## src/hdl/htfd_pkg.sv

```systemverilog
// Shared types and constants for the humidity/temperature frame decoder.
package htfd_pkg;

   // CRC-8 parameters of the sensor reply
   localparam logic [7:0] CRC_POLY = 8'h31;
   localparam logic [7:0] CRC_INIT = 8'hFF;

   // Conversion constants
   localparam int T_SCALE  = 17500;
   localparam int H_SCALE  = 12500;
   localparam int RAW_FULL = 65535;
   localparam int T_OFFSET = 4500;
   localparam int H_OFFSET = 600;
   localparam int H_MAX    = 10000;

   // Port and product widths
   localparam int BYTE_W    = 8;
   localparam int TEMP_W    = 15;
   localparam int HUM_W     = 14;
   localparam int STATUS_W  = 2;
   localparam int RSP_DATA_W = 32;
   localparam int T_PROD_W  = 31;
   localparam int H_PROD_W  = 30;

   // Result status codes
   typedef enum logic [STATUS_W-1:0] {
      STATUS_OK    = 2'd0,
      STATUS_T_BAD = 2'd1,
      STATUS_H_BAD = 2'd2
   } status_type;

   // Complete reply handed from the parser to the scaling pipeline
   typedef struct packed {
      logic       valid;
      logic [15:0] temperature_word;
      logic [15:0] humidity_word;
      status_type status;
   } frame_type;

endpackage

```

## src/hdl/htfd_parser.sv

```systemverilog
// Reply byte parser: byte position tracking, CRC-8 checks and raw word capture.
module htfd_parser import htfd_pkg::*; (
   input  logic              clock,
   input  logic              reset,
   input  logic              fire,
   input  logic [BYTE_W-1:0] rx_byte,
   input  logic              frame_start,
   output frame_type         frame
);

   typedef enum logic [6:0] {
      POS_IDLE  = 7'b0000001,
      POS_T_LO  = 7'b0000010,
      POS_T_CRC = 7'b0000100,
      POS_H_HI  = 7'b0001000,
      POS_H_LO  = 7'b0010000,
      POS_H_CRC = 7'b0100000,
      POS_T_HI  = 7'b1000000
   } pos_type;

   // one CRC-8 byte update, MSB first
   function automatic logic [7:0] crc8_step(input logic [7:0] crc, input logic [7:0] b);
      logic [7:0] c;
      c = crc ^ b;
      for (int k = 0; k < 8; k++) begin
         if (c[7]) begin
            c = {c[6:0], 1'b0} ^ CRC_POLY;
         end else begin
            c = {c[6:0], 1'b0};
         end
      end
      return c;
   endfunction

   pos_type     pos_ff, pos_in;
   logic [7:0]  crc_ff, crc_in;
   logic [15:0] t_word_ff, t_word_in;
   logic [15:0] h_word_ff, h_word_in;
   logic        t_bad_ff, t_bad_in;
   pos_type     pos_eff;

   // next-state logic for one accepted byte
   always_comb begin
      pos_in    = pos_ff;
      crc_in    = crc_ff;
      t_word_in = t_word_ff;
      h_word_in = h_word_ff;
      t_bad_in  = t_bad_ff;
      frame.valid            = 1'b0;
      frame.temperature_word = t_word_ff;
      frame.humidity_word    = h_word_ff;
      frame.status           = STATUS_OK;
      pos_eff = frame_start ? POS_T_HI : pos_ff;
      if (fire) begin
         unique case (pos_eff)
            POS_T_HI: begin
               crc_in    = crc8_step(CRC_INIT, rx_byte);
               t_word_in = {rx_byte, t_word_ff[7:0]};
               t_bad_in  = 1'b0;
               pos_in    = POS_T_LO;
            end
            POS_T_LO: begin
               crc_in    = crc8_step(crc_ff, rx_byte);
               t_word_in = {t_word_ff[15:8], rx_byte};
               pos_in    = POS_T_CRC;
            end
            POS_T_CRC: begin
               t_bad_in = (crc_ff != rx_byte);
               crc_in   = CRC_INIT;
               pos_in   = POS_H_HI;
            end
            POS_H_HI: begin
               crc_in    = crc8_step(CRC_INIT, rx_byte);
               h_word_in = {rx_byte, h_word_ff[7:0]};
               pos_in    = POS_H_LO;
            end
            POS_H_LO: begin
               crc_in    = crc8_step(crc_ff, rx_byte);
               h_word_in = {h_word_ff[15:8], rx_byte};
               pos_in    = POS_H_CRC;
            end
            POS_H_CRC: begin
               crc_in      = CRC_INIT;
               pos_in      = POS_IDLE;
               frame.valid = 1'b1;
               if (t_bad_ff) begin
                  frame.status = STATUS_T_BAD;
               end else if (crc_ff != rx_byte) begin
                  frame.status = STATUS_H_BAD;
               end
            end
            default: begin
               // stray byte without a start mark
               pos_in = POS_IDLE;
            end
         endcase
      end
   end

   // parser state
   always_ff @(posedge clock) begin
      if (reset) begin
         pos_ff    <= POS_IDLE;
         crc_ff    <= CRC_INIT;
         t_word_ff <= '0;
         h_word_ff <= '0;
         t_bad_ff  <= 1'b0;
      end else begin
         pos_ff    <= pos_in;
         crc_ff    <= crc_in;
         t_word_ff <= t_word_in;
         h_word_ff <= h_word_in;
         t_bad_ff  <= t_bad_in;
      end
   end

endmodule

```

## src/hdl/htfd_scale.sv

```systemverilog
// Scaling pipeline: product stage, then divide by full scale, offset, clamp, result register.
module htfd_scale import htfd_pkg::*; (
   input  logic                  clock,
   input  logic                  reset,
   input  frame_type             frame,
   output logic                  up_ready,
   output logic                  rsp_tvalid,
   input  logic                  rsp_tready,
   output logic [RSP_DATA_W-1:0] rsp_tdata,
   output logic [STATUS_W-1:0]   rsp_tuser
);

   logic                valid1_ff;
   status_type          status1_ff;
   logic [T_PROD_W-1:0] t_prod1_ff;
   logic [H_PROD_W-1:0] h_prod1_ff;

   logic                out_valid_ff;
   logic [TEMP_W-1:0]   temp_ff, temp_in;
   logic [HUM_W-1:0]    hum_ff, hum_in;
   status_type          status_ff;

   logic                out_move;

   // pipeline advances when the result register is free or being drained
   assign out_move = !out_valid_ff || rsp_tready;
   assign up_ready = !valid1_ff || out_move;

   // product stage
   always_ff @(posedge clock) begin
      if (reset) begin
         valid1_ff <= 1'b0;
      end else if (up_ready) begin
         valid1_ff <= frame.valid;
      end
   end

   always_ff @(posedge clock) begin
      if (up_ready) begin
         status1_ff <= frame.status;
         t_prod1_ff <= {15'd0, frame.temperature_word} * T_PROD_W'(T_SCALE);
         h_prod1_ff <= {14'd0, frame.humidity_word} * H_PROD_W'(H_SCALE);
      end
   end

   // floor(p / 65535): q0 = p >> 16, remainder q0 + low half stays below twice the divisor
   logic [TEMP_W-1:0]  t_q0, t_q;
   logic [16:0]        t_rem;
   logic signed [15:0] t_val;
   logic [HUM_W-1:0]   h_q0, h_q;
   logic [16:0]        h_rem;

   always_comb begin
      t_q0  = t_prod1_ff[T_PROD_W-1:16];
      t_rem = {1'b0, t_prod1_ff[15:0]} + 17'(t_q0);
      t_q   = t_q0 + TEMP_W'(t_rem >= 17'(RAW_FULL));
      t_val = signed'({1'b0, t_q}) - 16'(T_OFFSET);

      h_q0  = h_prod1_ff[H_PROD_W-1:16];
      h_rem = {1'b0, h_prod1_ff[15:0]} + 17'(h_q0);
      h_q   = h_q0 + HUM_W'(h_rem >= 17'(RAW_FULL));

      temp_in = t_val[TEMP_W-1:0];
      if (h_q < HUM_W'(H_OFFSET)) begin
         hum_in = '0;
      end else if (h_q > HUM_W'(H_OFFSET + H_MAX)) begin
         hum_in = HUM_W'(H_MAX);
      end else begin
         hum_in = h_q - HUM_W'(H_OFFSET);
      end

      // values read zero on any CRC failure
      if (status1_ff != STATUS_OK) begin
         temp_in = '0;
         hum_in  = '0;
      end
   end

   // result register
   always_ff @(posedge clock) begin
      if (reset) begin
         out_valid_ff <= 1'b0;
      end else if (out_move) begin
         out_valid_ff <= valid1_ff;
      end
   end

   always_ff @(posedge clock) begin
      if (out_move) begin
         temp_ff   <= temp_in;
         hum_ff    <= hum_in;
         status_ff <= status1_ff;
      end
   end

   assign rsp_tvalid = out_valid_ff;
   assign rsp_tdata  = {3'd0, hum_ff, temp_ff};
   assign rsp_tuser  = status_ff;

endmodule

```

## src/hdl/humidity_temperature_frame_decoder.sv

```systemverilog
// Top level of the humidity/temperature reply frame decoder.
// Takes one reply byte per cycle while req_tready is high (byte 0 marked by
// req_tuser) and, after the sixth byte of a reply, gives one result through the
// product and result registers: temperature and humidity in hundredths, zeroed
// with a nonzero status when a CRC-8 (poly 0x31, init 0xFF) fails. The parser
// handles each byte in the cycle it is accepted; the final byte feeds a multiply
// stage and a divide/offset/clamp stage ending in the result register. req_tready
// drops only while both pipeline registers hold items and rsp_tready is low.
module humidity_temperature_frame_decoder import htfd_pkg::*; (
   input  logic                  clock,
   input  logic                  reset,
   input  logic                  req_tvalid,
   output logic                  req_tready,
   input  logic [BYTE_W-1:0]     req_tdata,  // [7:0] rx_byte
   input  logic                  req_tuser,  // [0] frame_start
   output logic                  rsp_tvalid,
   input  logic                  rsp_tready,
   output logic [RSP_DATA_W-1:0] rsp_tdata,  // [14:0] temperature_centi, [28:15] humidity_centi, zero pad
   output logic [STATUS_W-1:0]   rsp_tuser   // [1:0] status
);

   logic      req_fire;
   frame_type frame;

   assign req_fire = req_tvalid && req_tready;

   htfd_parser u_parser (
      .clock       (clock),
      .reset       (reset),
      .fire        (req_fire),
      .rx_byte     (req_tdata),
      .frame_start (req_tuser),
      .frame       (frame)
   );

   htfd_scale u_scale (
      .clock      (clock),
      .reset      (reset),
      .frame      (frame),
      .up_ready   (req_tready),
      .rsp_tvalid (rsp_tvalid),
      .rsp_tready (rsp_tready),
      .rsp_tdata  (rsp_tdata),
      .rsp_tuser  (rsp_tuser)
   );

   // a failed check never carries values
   assert property (@(posedge clock) disable iff (reset)
      rsp_tvalid && (rsp_tuser != STATUS_OK) |-> (rsp_tdata == '0))
      else $error("nonzero values with CRC failure");

   // humidity stays clamped
   assert property (@(posedge clock) disable iff (reset)
      rsp_tvalid |-> (rsp_tdata[28:15] <= 14'(H_MAX)))
      else $error("humidity above clamp");

   // status never holds the unused code
   assert property (@(posedge clock) disable iff (reset)
      rsp_tvalid |-> (rsp_tuser <= STATUS_H_BAD))
      else $error("invalid status code");

   // input only stalls behind a full output
   assert property (@(posedge clock) disable iff (reset)
      !req_tready |-> (rsp_tvalid && !rsp_tready))
      else $error("input stalled with free output");

endmodule
```

## config.mk

```make
export PLATFORM = sky130hd
export DESIGN_NAME = humidity_temperature_frame_decoder
export DESIGN_NICKNAME = d
export VERILOG_FILES = /design/src/hdl/htfd_pkg.sv /design/src/hdl/htfd_parser.sv /design/src/hdl/htfd_scale.sv /design/src/hdl/humidity_temperature_frame_decoder.sv
export SDC_FILE = /design/constraint.sdc
export NUM_CORES = 1
export LEC_CHECK = 0
export ABC_AREA = 1
export BUFFER_PORTS_ARGS = -buffer_cell sky130_fd_sc_hd__buf_2
export CORE_ASPECT_RATIO = 1.4
export CORE_MARGIN = 1.5
export CORE_UTILIZATION = 48
export DETAILED_ROUTE_END_ITERATION = 8
export PLACE_DENSITY_LB_ADDON = 0.15
export SYNTH_ARGS = -nofsm -noshare
export SYNTH_HDL_FRONTEND = slang
export SYNTH_HIERARCHICAL = 1
export SYNTH_SLANG_ARGS = --single-unit
```

## constraint.sdc

```tcl
create_clock -name clock -period 3.69 [get_ports clock]
set_input_delay 0.1845 -clock clock [delete_from_list [all_inputs] [get_ports clock]]
set_output_delay 0.1845 -clock clock [all_outputs]
set_load 0.05 [all_outputs]
```

==> reports/metrics.yaml, run 1 <==
run_status:
  status: "complete, but fails checks"
  violations: "negative setup slack"
die:
  die_area_mm2: 0.03157
  std_cell_rows: 75
  die_h_um: 209.6
  initial_core_util: 0.4875
  io_pins: 49
  core_mm2: 0.03003
  die_w_um: 150.6
drt:
  firstDrtPassIters: 5
  routed-via-count: 12840
  dr_wl_met3_um: 767
  wire_per_inst_um: 15.15
  drt_iter0_markers: 507
  detail_route.vias_per_cell: 5.103
  totalWireLength_um: 38130
  final_antenna_net_count: 0
  remaining_drc_errors: 0
  wl_met2_um: 20370
  top_layer: "met4"
  wl_met1_um: 15520
timing:
  tightest_slew_ns: 0.8010
  setup_viol: 42
  holdWs_ns: 0.08017
  hold_viol: 0
  timing.fmax_mhz: 256.2
  drv_slew: 0
  worst_slack_ns: -0.2125
  rsz0062_at_grt: "true"
  period_needed_ns: 3.903
  tns_ns: -3.526
  period_share: 1.058
  fin_skew_ns: 0.01082
  slew_headroom: 0.4654
power:
  pwr_density_cell_mw_per_mm2: 231.5
  pwr-share-seq: 0.393
  p_sw_frac: 0.3139
  switchingPower_mw: 1.453
  p_clk_frac: 0.370
  power.leakage_nw: 10.27
  finalPower_mw: 4.629
  p_int_mw: 3.176
  pwr-share-comb: 0.237
  irDropWorstVdd_v: 0.0003130
logic_synthesis:
  synthArstFlopShare: 0
  ys_ff_latch: 139
  ys_seq_area_frac: 0.2516
  synth_cell_types: 47
  yosysTopAreaCell: "ha_1"
  yosys.area.top_type_share: 0.1957
  synth.area.top_cells: "ha_1, edfxtp_1, fa_1"
  synth_cells: 1823
  synthFlopType: "edfxtp_1"
  synth_edf_count: 90
  syn_avg_cell_area_um2: 8.031
  yosys_warnings: 6
  syn_area_mm2: 0.01464
setup_path:
  cp-end-kind: "flop"
  crit_type: "flop to flop"
  startpoint_type: "flop"
  cp_max_fo: 4
  cp.required_ns: 3.88
  arrival_ns: 4.09
place:
  place_hpwl_um: 29320
  portBuffers: 45
  pre_cts_ws_ns: -0.3025
  placed_cells: 2441
  routabilityCongestion: 0.8825
  dpl_cell_area_mm2: 0.01729
global_routing:
  gr-total-overflow: 0
  antenna_found_initial: 0
  grt_usage: 0.2447
  grt_max_degree: 62
  grt_pass1_wl_um: 60850
  grt_pass1_vias: 12990
layout:
  post-route-util: 0.6660
  final_cell_mix: "nand2_1, inv_1, buf_4"
  fin_cells: 2517
  area_growth_pct: 36.60
  drive_gt1_frac: 0.3269
  nets: 2452
  insertedDiodeCount: 0
  stdcell_area_mm2: 0.02000
job:
  cap_violations: 0
clock_network:
  cts.sinks: 139
  root_buffer: "clkbuf_16"
  clk_pin_slew_worst_paths_ns: 0.07
  cts_max_level: 4
  cts_tree: "yes"
  cts_buffer_depth: 2
  numCtsBuffers: 17
  insertion_delay_ns: 0.44
worst_hold_path:
  hold_path.class: "primary input to flop"
## power by group through the flow
stage / combinational (mW) / clock [mW] / sequential (mW)
floorplan: 0.573 / 0 / 1.98
global placement: 0.963 / 0 / 1.86
detailed placement: 0.974 / 0 / 1.87
CTS: 1.04 / 1.75 / 1.83
global route: 1.21 / 1.81 / 1.83
finish: 1.10 / 1.71 / 1.82
## worst max-delay path, cell delays in order (launching register included)
cell	delay (ns)
dfxtp_4	0.37
ha_4	0.25
ha_4	0.27
inv_2	0.05
fa_1	0.55
inv_1	0.06
fa_1	0.46
fa_1	0.56
ha_4	0.25
a21oi_4	0.16
o21ai_2	0.07
a21o_1	0.19
a21oi_2	0.16
o21bai_1	0.11
xor2_1	0.16
## synthesized netlist by cell type (2+ instances only)
master and number:
nand2_1 363, ha_1 229, o21ai_0 67, nor2_2 4, a211oi_1 2, inv_2 5, nand4_1 21, edfxtp_1 90
o21a_1 4, a21oi_1 126, a21o_1 11, nand3_2 2, dfxtp_1 49, fa_1 91, clkbuf_1 12, xor2_1 44
buf_6 2, and3_1 2, xnor2_1 21, a31oi_1 4, buf_4 6, o21bai_1 9, nand3b_1 6, nand2_2 12
nor3_1 12, o22ai_1 2, a21boi_0 4, nand3_1 104, o21ai_2 3, nor2_4 6, buf_2 2, nor2_1 136
inv_1 357, nor4_1 2
## worst paths after layout
path,start,end,slack [ns],depth (start not counted)
worst max-delay path,u_parser/h_word_ff[4]$_SDFFE_PP0P_,u_scale/h_prod1_ff[23]$_DFFE_PP_,-0.21,14
worst min register to register,u_scale/status1_ff[1]$_DFFE_PP_,u_scale/rsp_tuser[1]$_DFFE_PP_,0.46,0
worst max register to register,u_parser/h_word_ff[4]$_SDFFE_PP0P_,u_scale/h_prod1_ff[23]$_DFFE_PP_,-0.21,14
worst min-delay path,req_tdata[3],u_parser/h_word_ff[11]$_SDFFE_PP0P_,0.08,3
## routing by layer
metal / up-vias / GRT usage
met5: - / 0
met4: 0 / 0.1078
met3: 90 / 0.02870
met2: 220 / 0.4525
met1: 6035 / 0.2782
li1: 6499 / -
## kinds of logic (layout without fill, tap and decap cells)
family                     Yosys count  count (layout)  synth area share
and+or+nand+nor                    673             674            0.1958
buffers and inverters              385             691            0.1015
adders and majority gates          320             320            0.3201
AOI/OAI and AO/OA                  238             238           0.08956
DFF                                139             139            0.2516
xor gates and xnor gates            67              67           0.04111
other                                1               3         0.0002561
## state kept, by name, indices dropped and copies added (netlist names), 2 cells and up
register            count
u_scale/temp_ff        15
u_parser/pos_ff         6
u_scale/rsp_tuser       2
u_scale/hum_ff         14
u_parser/crc_ff         8
u_scale/status1_ff      2
u_parser/t_word_ff     16
u_scale/t_prod1_ff     29
u_parser/h_word_ff     16
u_scale/h_prod1_ff     28
## layout make-up
cell class	count	area, µm²
clock buffers	22	518.0
clock inverters	10	76.32
fillers	2399	10030
inverters	362	1364
multi-input cells	1302	11590
flip-flops and latches	139	3780
well taps	385	481.7
repair buffers	297	2187
## what timing repair did
item	CTS	global route
hold buffers	0	0
setup buffers	21	23
endpoints found under the setup margin	48	53
hold endpoints to repair	0	0
resized for setup	174	191
pin swaps	98	127
gates cloned	1	0
Note: power is estimated with default switching activity, not from simulation.
==> run 2, diff against run 1 <==
--- a/config.mk
+++ b/config.mk
@@ -10,9 +10,9 @@
 export CORE_ASPECT_RATIO = 1.4
 export CORE_MARGIN = 1.5
 export CORE_UTILIZATION = 48
+export CTS_CLUSTER_DIAMETER = 60
 export DETAILED_ROUTE_END_ITERATION = 8
 export PLACE_DENSITY_LB_ADDON = 0.15
 export SYNTH_ARGS = -nofsm -noshare
 export SYNTH_HDL_FRONTEND = slang
-export SYNTH_HIERARCHICAL = 1
 export SYNTH_SLANG_ARGS = --single-unit
==> run 2 against run 1 <==
  * The flow still finishes with violations (negative setup slack)
  * Worst hold slack gained 0.095 ns
  * Clock-buffer cell count decreased by 4
  * Sequential power grew 5%
  * Highest routed layer unchanged
  * Critical path type unchanged
  * Register-to-register slack lost 0.12 ns
  * Largest power group unchanged
==> reports/metrics.yaml, run 2 <==
die:
  die_w_um: 149.9
  std_cell_rows: 75
  die_area_mm2: 0.03129
  initial_core_util: 0.4861
  die_h_um: 208.7
  core_mm2: 0.02984
  io_pins: 49
layout:
  fill_cells: 2330
  top_regs: "u_scale.t_prod1_ff: 29 flops, u_scale.h_prod1_ff: 28 flops"
  drive_gt1_frac: 0.3615
  largest_register_ff_count: 29
  stdcell_area_mm2: 0.02012
  nets: 2392
  insertedDiodeCount: 0
  area_growth_pct: 38.69
  post-route-util: 0.6742
  final_common_cell: "inv_1"
  final_cell_mix: "inv_1, buf_4, nand2_1"
  top_register: "u_scale.t_prod1_ff"
drt:
  remaining_drc_errors: 0
  routed-via-count: 12620
  top_layer: "met4"
  wl_met2_um: 20650
  totalWireLength_um: 39180
  drt_iter0_markers: 515
  dr_wl_met3_um: 930
  detail_route.vias_per_cell: 5.136
  wl_met1_um: 15840
  wire_per_inst_um: 15.94
  firstDrtPassIters: 5
  final_antenna_net_count: 0
clock_network:
  insertion_delay_ns: 0.44
  cts_max_level: 4
  numCtsBuffers: 17
  clk_pin_slew_worst_paths_ns: 0.08
  cts_buffer_depth: 2
  cts.sinks: 139
  root_buffer: "clkbuf_16"
  cts_tree: "yes"
power:
  irDropWorstVdd_v: 0.0003100
  power.leakage_nw: 10.06
  pwr_density_cell_mw_per_mm2: 265.4
global_routing:
  grt_usage: 0.2468
  grt_max_degree: 62
  grt_pass1_wl_um: 61300
  grt_pass1_vias: 13050
  gr-total-overflow: 0
  antenna_found_initial: 0
run_status:
  status: "complete, but fails checks"
  violations: "negative setup slack"
logic_synthesis:
  synth_cell_types: 50
  yosys_warnings: 0
  synth_edf_count: 90
  synthArstFlopShare: 0
  syn_avg_cell_area_um2: 8.308
  synth_cells: 1746
  yosysTopAreaCell: "ha_1"
  yosys.area.top_type_share: 0.1975
  synthFlopType: "edfxtp_1"
  synth.cells.most_frequent: "inv_1, nand2_1, ha_1, nor2_1, a21oi_1"
  ys_ff_latch: 139
  synth.most_common_cell: "inv_1"
  ys_seq_area_frac: 0.2539
  synth.area.top_cells: "ha_1, edfxtp_1, fa_1"
  syn_area_mm2: 0.01451
setup_path:
  arrival_ns: 4.20
  cp.required_ns: 3.87
  crit_type: "flop to flop"
  path_cells: "ha_4 -> inv_2 -> fa_1 -> inv_2 -> ha_4 -> inv_2 -> fa_1 -> inv_2 -> fa_1 -> ha_4 -> nand2_4 -> inv_4 -> nand2_2 -> nand2_2 -> a21oi_2 -> nand2_2 -> nand2_2 -> nand2_2 -> nand2_1 -> nand2_1 -> xor2_1"
  cp_max_fo: 4
  cp-end-kind: "flop"
  startpoint_type: "flop"
  worst_path_most_repeated_cell: "nand2_2"
  slowest_stage: "fa_1"
  critPathMaxStageDelay_ns: 0.59
timing:
  rsz0062_at_grt: "true"
  hold_viol: 0
  period_share: 1.091
  slew_headroom: 0.2949
  period_needed_ns: 4.025
  drv_slew: 0
  setup_viol: 39
  fin_skew_ns: 0.01563
  worst_slack_ns: -0.3354
  tightest_slew_ns: 1.054
  timing.fmax_mhz: 248.4
place:
  portBuffers: 45
  routabilityCongestion: 0.9361
  dpl_cell_area_mm2: 0.01737
  place_hpwl_um: 29640
job:
  cap_violations: 0
worst_hold_path:
  hold_path.class: "primary input to flop"
==> run 2: cell count changes in the layout (fill, tap and decap cells not counted), sizes merged, moves of 9 or more <==
cell    before  now
xnor2       22   40
nand3      106   79
nand2      377  295
a21oi      127  117
a211oi       2   16
nor2       146  163
xor2        45   54
==> run 2: worst paths after layout <==
path | slack [ns] | endpoint | from | depth (start not counted)
worst max register to register | -0.34 | u_scale.t_prod1_ff[25]$_DFFE_PN_ | u_parser.t_word_ff[13]$_SDFFE_PP0P_ | 21
worst min-delay path | 0.17 | u_parser.t_word_ff[10]$_SDFFE_PP0P_ | req_tdata[2] | 3
worst min register to register | 0.46 | u_scale.rsp_tuser[0]$_DFFE_PP_ | u_scale.status1_ff[0]$_SDFFCE_PN0N_ | 0
worst max-delay path | -0.34 | u_scale.t_prod1_ff[25]$_DFFE_PN_ | u_parser.t_word_ff[13]$_SDFFE_PP0P_ | 21
==> run 2: stage by stage <==
stage	std cells	setup WS, ns	power, mW	hold WS (ns)	TNS, ns
after floorplan	1748	-0.04335	2.978	0.2857	-0.1113
after global placement	2381	-0.2948	3.405	0.4354	-7.691
after detailed placement	2381	-0.3335	3.428	0.4480	-9.901
after CTS	2438	-0.2801	5.254	0.1670	-3.929
after global routing	2457	-0.4603	5.601	0.1908	-12.73
final	2457	-0.3354	5.339	0.1748	-6.318
==> run 2: what timing repair did <==
| item | CTS | global route |
|---|---|---|
| endpoints found under the hold margin | 1 | 0 |
| buffers inserted | 28 | 19 |
| setup endpoints to repair | 50 | 58 |
| pin swaps | 122 | 130 |
| hold buffers | 1 | 0 |
| gates cloned | 0 | 1 |
| gates resized for setup | 229 | 170 |
==> run 2: critical path: cells and delay by family (launching register included) <==
family / cells / cell delay, ns
simple gates: 8 / 0.55
flops: 1 / 0.38
compound gates: 1 / 0.12
fa+ha+maj: 6 / 2.35
xor+xnor: 1 / 0.14
buf+inv: 5 / 0.20
==> run 2: power breakdown <==
| part | switching, mW | internal (mW) |
|---|---|---|
| sequential | 0.116 | 1.81 |
| combinational | 1.00 | 0.655 |
| clock | 0.812 | 0.944 |
| total | 1.93 | 3.41 |
==> run 2: layout make-up <==
type                       instances  area (µm²)  share of cell area
inverter                         350        1324             0.06580
clock buffer                      18       450.4             0.02239
tap                              385       481.7             0.02394
timing repair buffer             304        2268              0.1127
multi-input combinational       1247       11680              0.5807
clock inverter                    14       142.6            0.007090
sequential                       139        3769              0.1873
==> run 2: kinds of logic after synthesis <==
logic type / share of synthesized area
AOI/OAI and AO/OA: 0.08910
DFF: 0.2539
other: 0.0002585
adders and majority gates: 0.3231
xor gates and xnor gates: 0.05779
buffers and inverters: 0.09496
and+or+nand+nor: 0.1809
==> run 2: per-layer routing <==
layer	GRT usage	vias to the layer above
met5	0	-
met4	0.1109	0
met3	0.02555	94
met2	0.4609	247
met1	0.2769	5968
li1	-	6310
==> run 3, diff against run 2 <==
==> constraint.sdc (replaced) <==
create_clock -name clock -period 4.25 [get_ports clock]
set_input_delay 0.2125 -clock clock [delete_from_list [all_inputs] [get_ports clock]]
set_output_delay 0.2125 -clock clock [all_outputs]
set_load 0.05 [all_outputs]
==> run 3 against run 2 <==
  * The flow now finishes without violations
  * Setup slack improved by 0.47 ns
  * Largest cell class unchanged
  * Combinational power decreased by 30%
  * Sequential share of layout area is 3.3 points higher
  * Cell count fell by 7.5%
==> reports/metrics.yaml, run 3 (synthesis gave the netlist of run 2 again) <==
clock_network:
  insertion_delay_ns: 0.43
  cts_tree: "yes"
  cts.sinks: 139
  root_buffer: "clkbuf_16"
  cts_max_level: 4
  cts_buffer_depth: 2
  cts_hold_buffers: 0
  clk_pin_slew_worst_paths_ns: 0.07
  numCtsBuffers: 17
setup_path:
  critPathMaxStageDelay_ns: 0.52
  cp_max_fo: 4
  slowest_stage: "fa_1"
  crit_type: "flop to flop"
  path_cells: "ha_1 -> ha_1 -> fa_1 -> fa_1 -> fa_1 -> ha_1 -> a21oi_2 -> o21a_1 -> nor2_1 -> nor2_1 -> nand3_2 -> a21oi_2 -> xor2_1"
  arrival_ns: 4.36
  cp.required_ns: 4.50
  cp-end-kind: "flop"
  startpoint_type: "flop"
timing:
  slew_headroom: 0.4094
  drv_slew: 0
  fin_skew_ns: 0.01060
  holdWs_ns: 0.04297
  timing.fmax_mhz: 243.2
  tightest_slew_ns: 0.8827
  period_share: 0.9675
  hold_viol: 0
  period_needed_ns: 4.112
  setup_viol: 0
  rsz0062_at_grt: "true"
  tns_ns: 0
layout:
  insertedDiodeCount: 0
  fill_cells: 2755
  top_regs: "u_scale.t_prod1_ff: 29 flops, u_scale.h_prod1_ff: 28 flops"
  final_common_cell: "inv_1"
  final_cell_mix: "inv_1, nand2_1, ha_1"
  ff_latch_area_mm2: 0.003707
  top_register: "u_scale.t_prod1_ff"
  multi_input_area_mm2: 0.009888
  largest_register_ff_count: 29
  drive_gt1_frac: 0.1521
  stdcell_area_mm2: 0.01679
  nets: 2207
  area_growth_pct: 15.77
drt:
  detail_route.vias_per_cell: 5.081
  totalWireLength_um: 34260
  drt_iter0_markers: 445
  remaining_drc_errors: 0
  firstDrtPassIters: 5
  routed-via-count: 11540
  final_antenna_net_count: 0
  wire_per_inst_um: 15.08
global_routing:
  antenna_found_initial: 0
  grt_pass1_vias: 11780
  grt_usage: 0.2283
  grt_max_degree: 62
  grt_pass1_wl_um: 56010
  gr-total-overflow: 0
place:
  dpl_cell_area_mm2: 0.01567
  routabilityCongestion: 0.9169
  place_hpwl_um: 28460
  portBuffers: 45
die:
  initial_core_util: 0.4861
  die_area_mm2: 0.03129
  die_w_um: 149.9
  std_cell_rows: 75
  io_pins: 49
  core_mm2: 0.02984
  die_h_um: 208.7
power:
  irDropWorstVdd_v: 0.0003007
  finalPower_mw: 4.405
  power.leakage_nw: 8.930
  pwr_density_cell_mw_per_mm2: 262.3
worst_hold_path:
  hold_path.class: "primary input to flop"
job:
  cap_violations: 0
run_status:
  status: "complete, no violations"
==> run 3: cell count changes in the layout (fill, tap and decap cells not counted), sizes merged <==
cell         change
inv              -3
bufinv           +2
clkinvlp         +1
clkbuf           +1
dlygate4sd3      -1
nand2            -1
buf            -183
clkinv           -1
==> run 3: cell type report <==
class	instances	area share
timing repair buffer	120	0.04694
multi-input combinational	1246	0.5888
clock inverter	13	0.008941
sequential	139	0.2208
clock buffer	19	0.02764
inverter	350	0.07823
tap	385	0.02868
==> run 3: path summary, 6_finish.rpt <==
kind / start / to / slack (ns) / depth (start not counted)
worst max register to register: u_parser.h_word_ff[7]$_SDFFE_PP0P_ / u_scale.h_prod1_ff[27]$_DFFE_PN_ / 0.14 / 13
worst min register to register: u_parser.crc_ff[1]$_SDFFE_PP1P_ / u_parser.crc_ff[1]$_SDFFE_PP1P_ / 0.48 / 2
worst min-delay path: req_tuser / u_parser.pos_ff[0]$_SDFFE_PP1P_ / 0.04 / 2
worst max-delay path: u_parser.h_word_ff[7]$_SDFFE_PP0P_ / u_scale.h_prod1_ff[27]$_DFFE_PN_ / 0.14 / 13
==> run 3: through the flow <==
stage                     std cells  worst slack, ns    util
final                          2272           0.1382  0.5628
after global routing           2272         -0.05583  0.5628
after CTS                      2264         0.007389  0.5471
after detailed placement       2232          -0.2252  0.5252
after global placement         2232          -0.1907  0.5252
after floorplan                1748           0.1272       -
==> run 3: worst max-delay path, delay by kind of cell, from the launching register on <==
family          cells  cell delay [ns]
flops               1             0.34
compound gates      3             0.49
simple gates        3             0.31
xor+xnor            1             0.23
fa+ha+maj           6             2.57
==> run 3: routing by layer <==
metal,vias up,GRT usage,wire [µm]
met5,-,0,0
met1,5345,0.2562,14180
met4,0,0.1089,1353
met3,67,0.03428,967
met2,201,0.4158,17750
li1,5930,-,-
==> run 3: where the power goes <==
group | internal, mW | switching [mW]
clock | 0.929 | 0.625
combinational | 0.426 | 0.749
sequential | 1.58 | 0.0958
==> run 3: timing repair <==
action / in CTS / in global routing
pin swaps: 3 / 24
resized for setup: 13 / 99
endpoints found under the setup margin: 8 / 42
endpoints found under the hold margin: 0 / 0
buffers inserted: 0 / 8
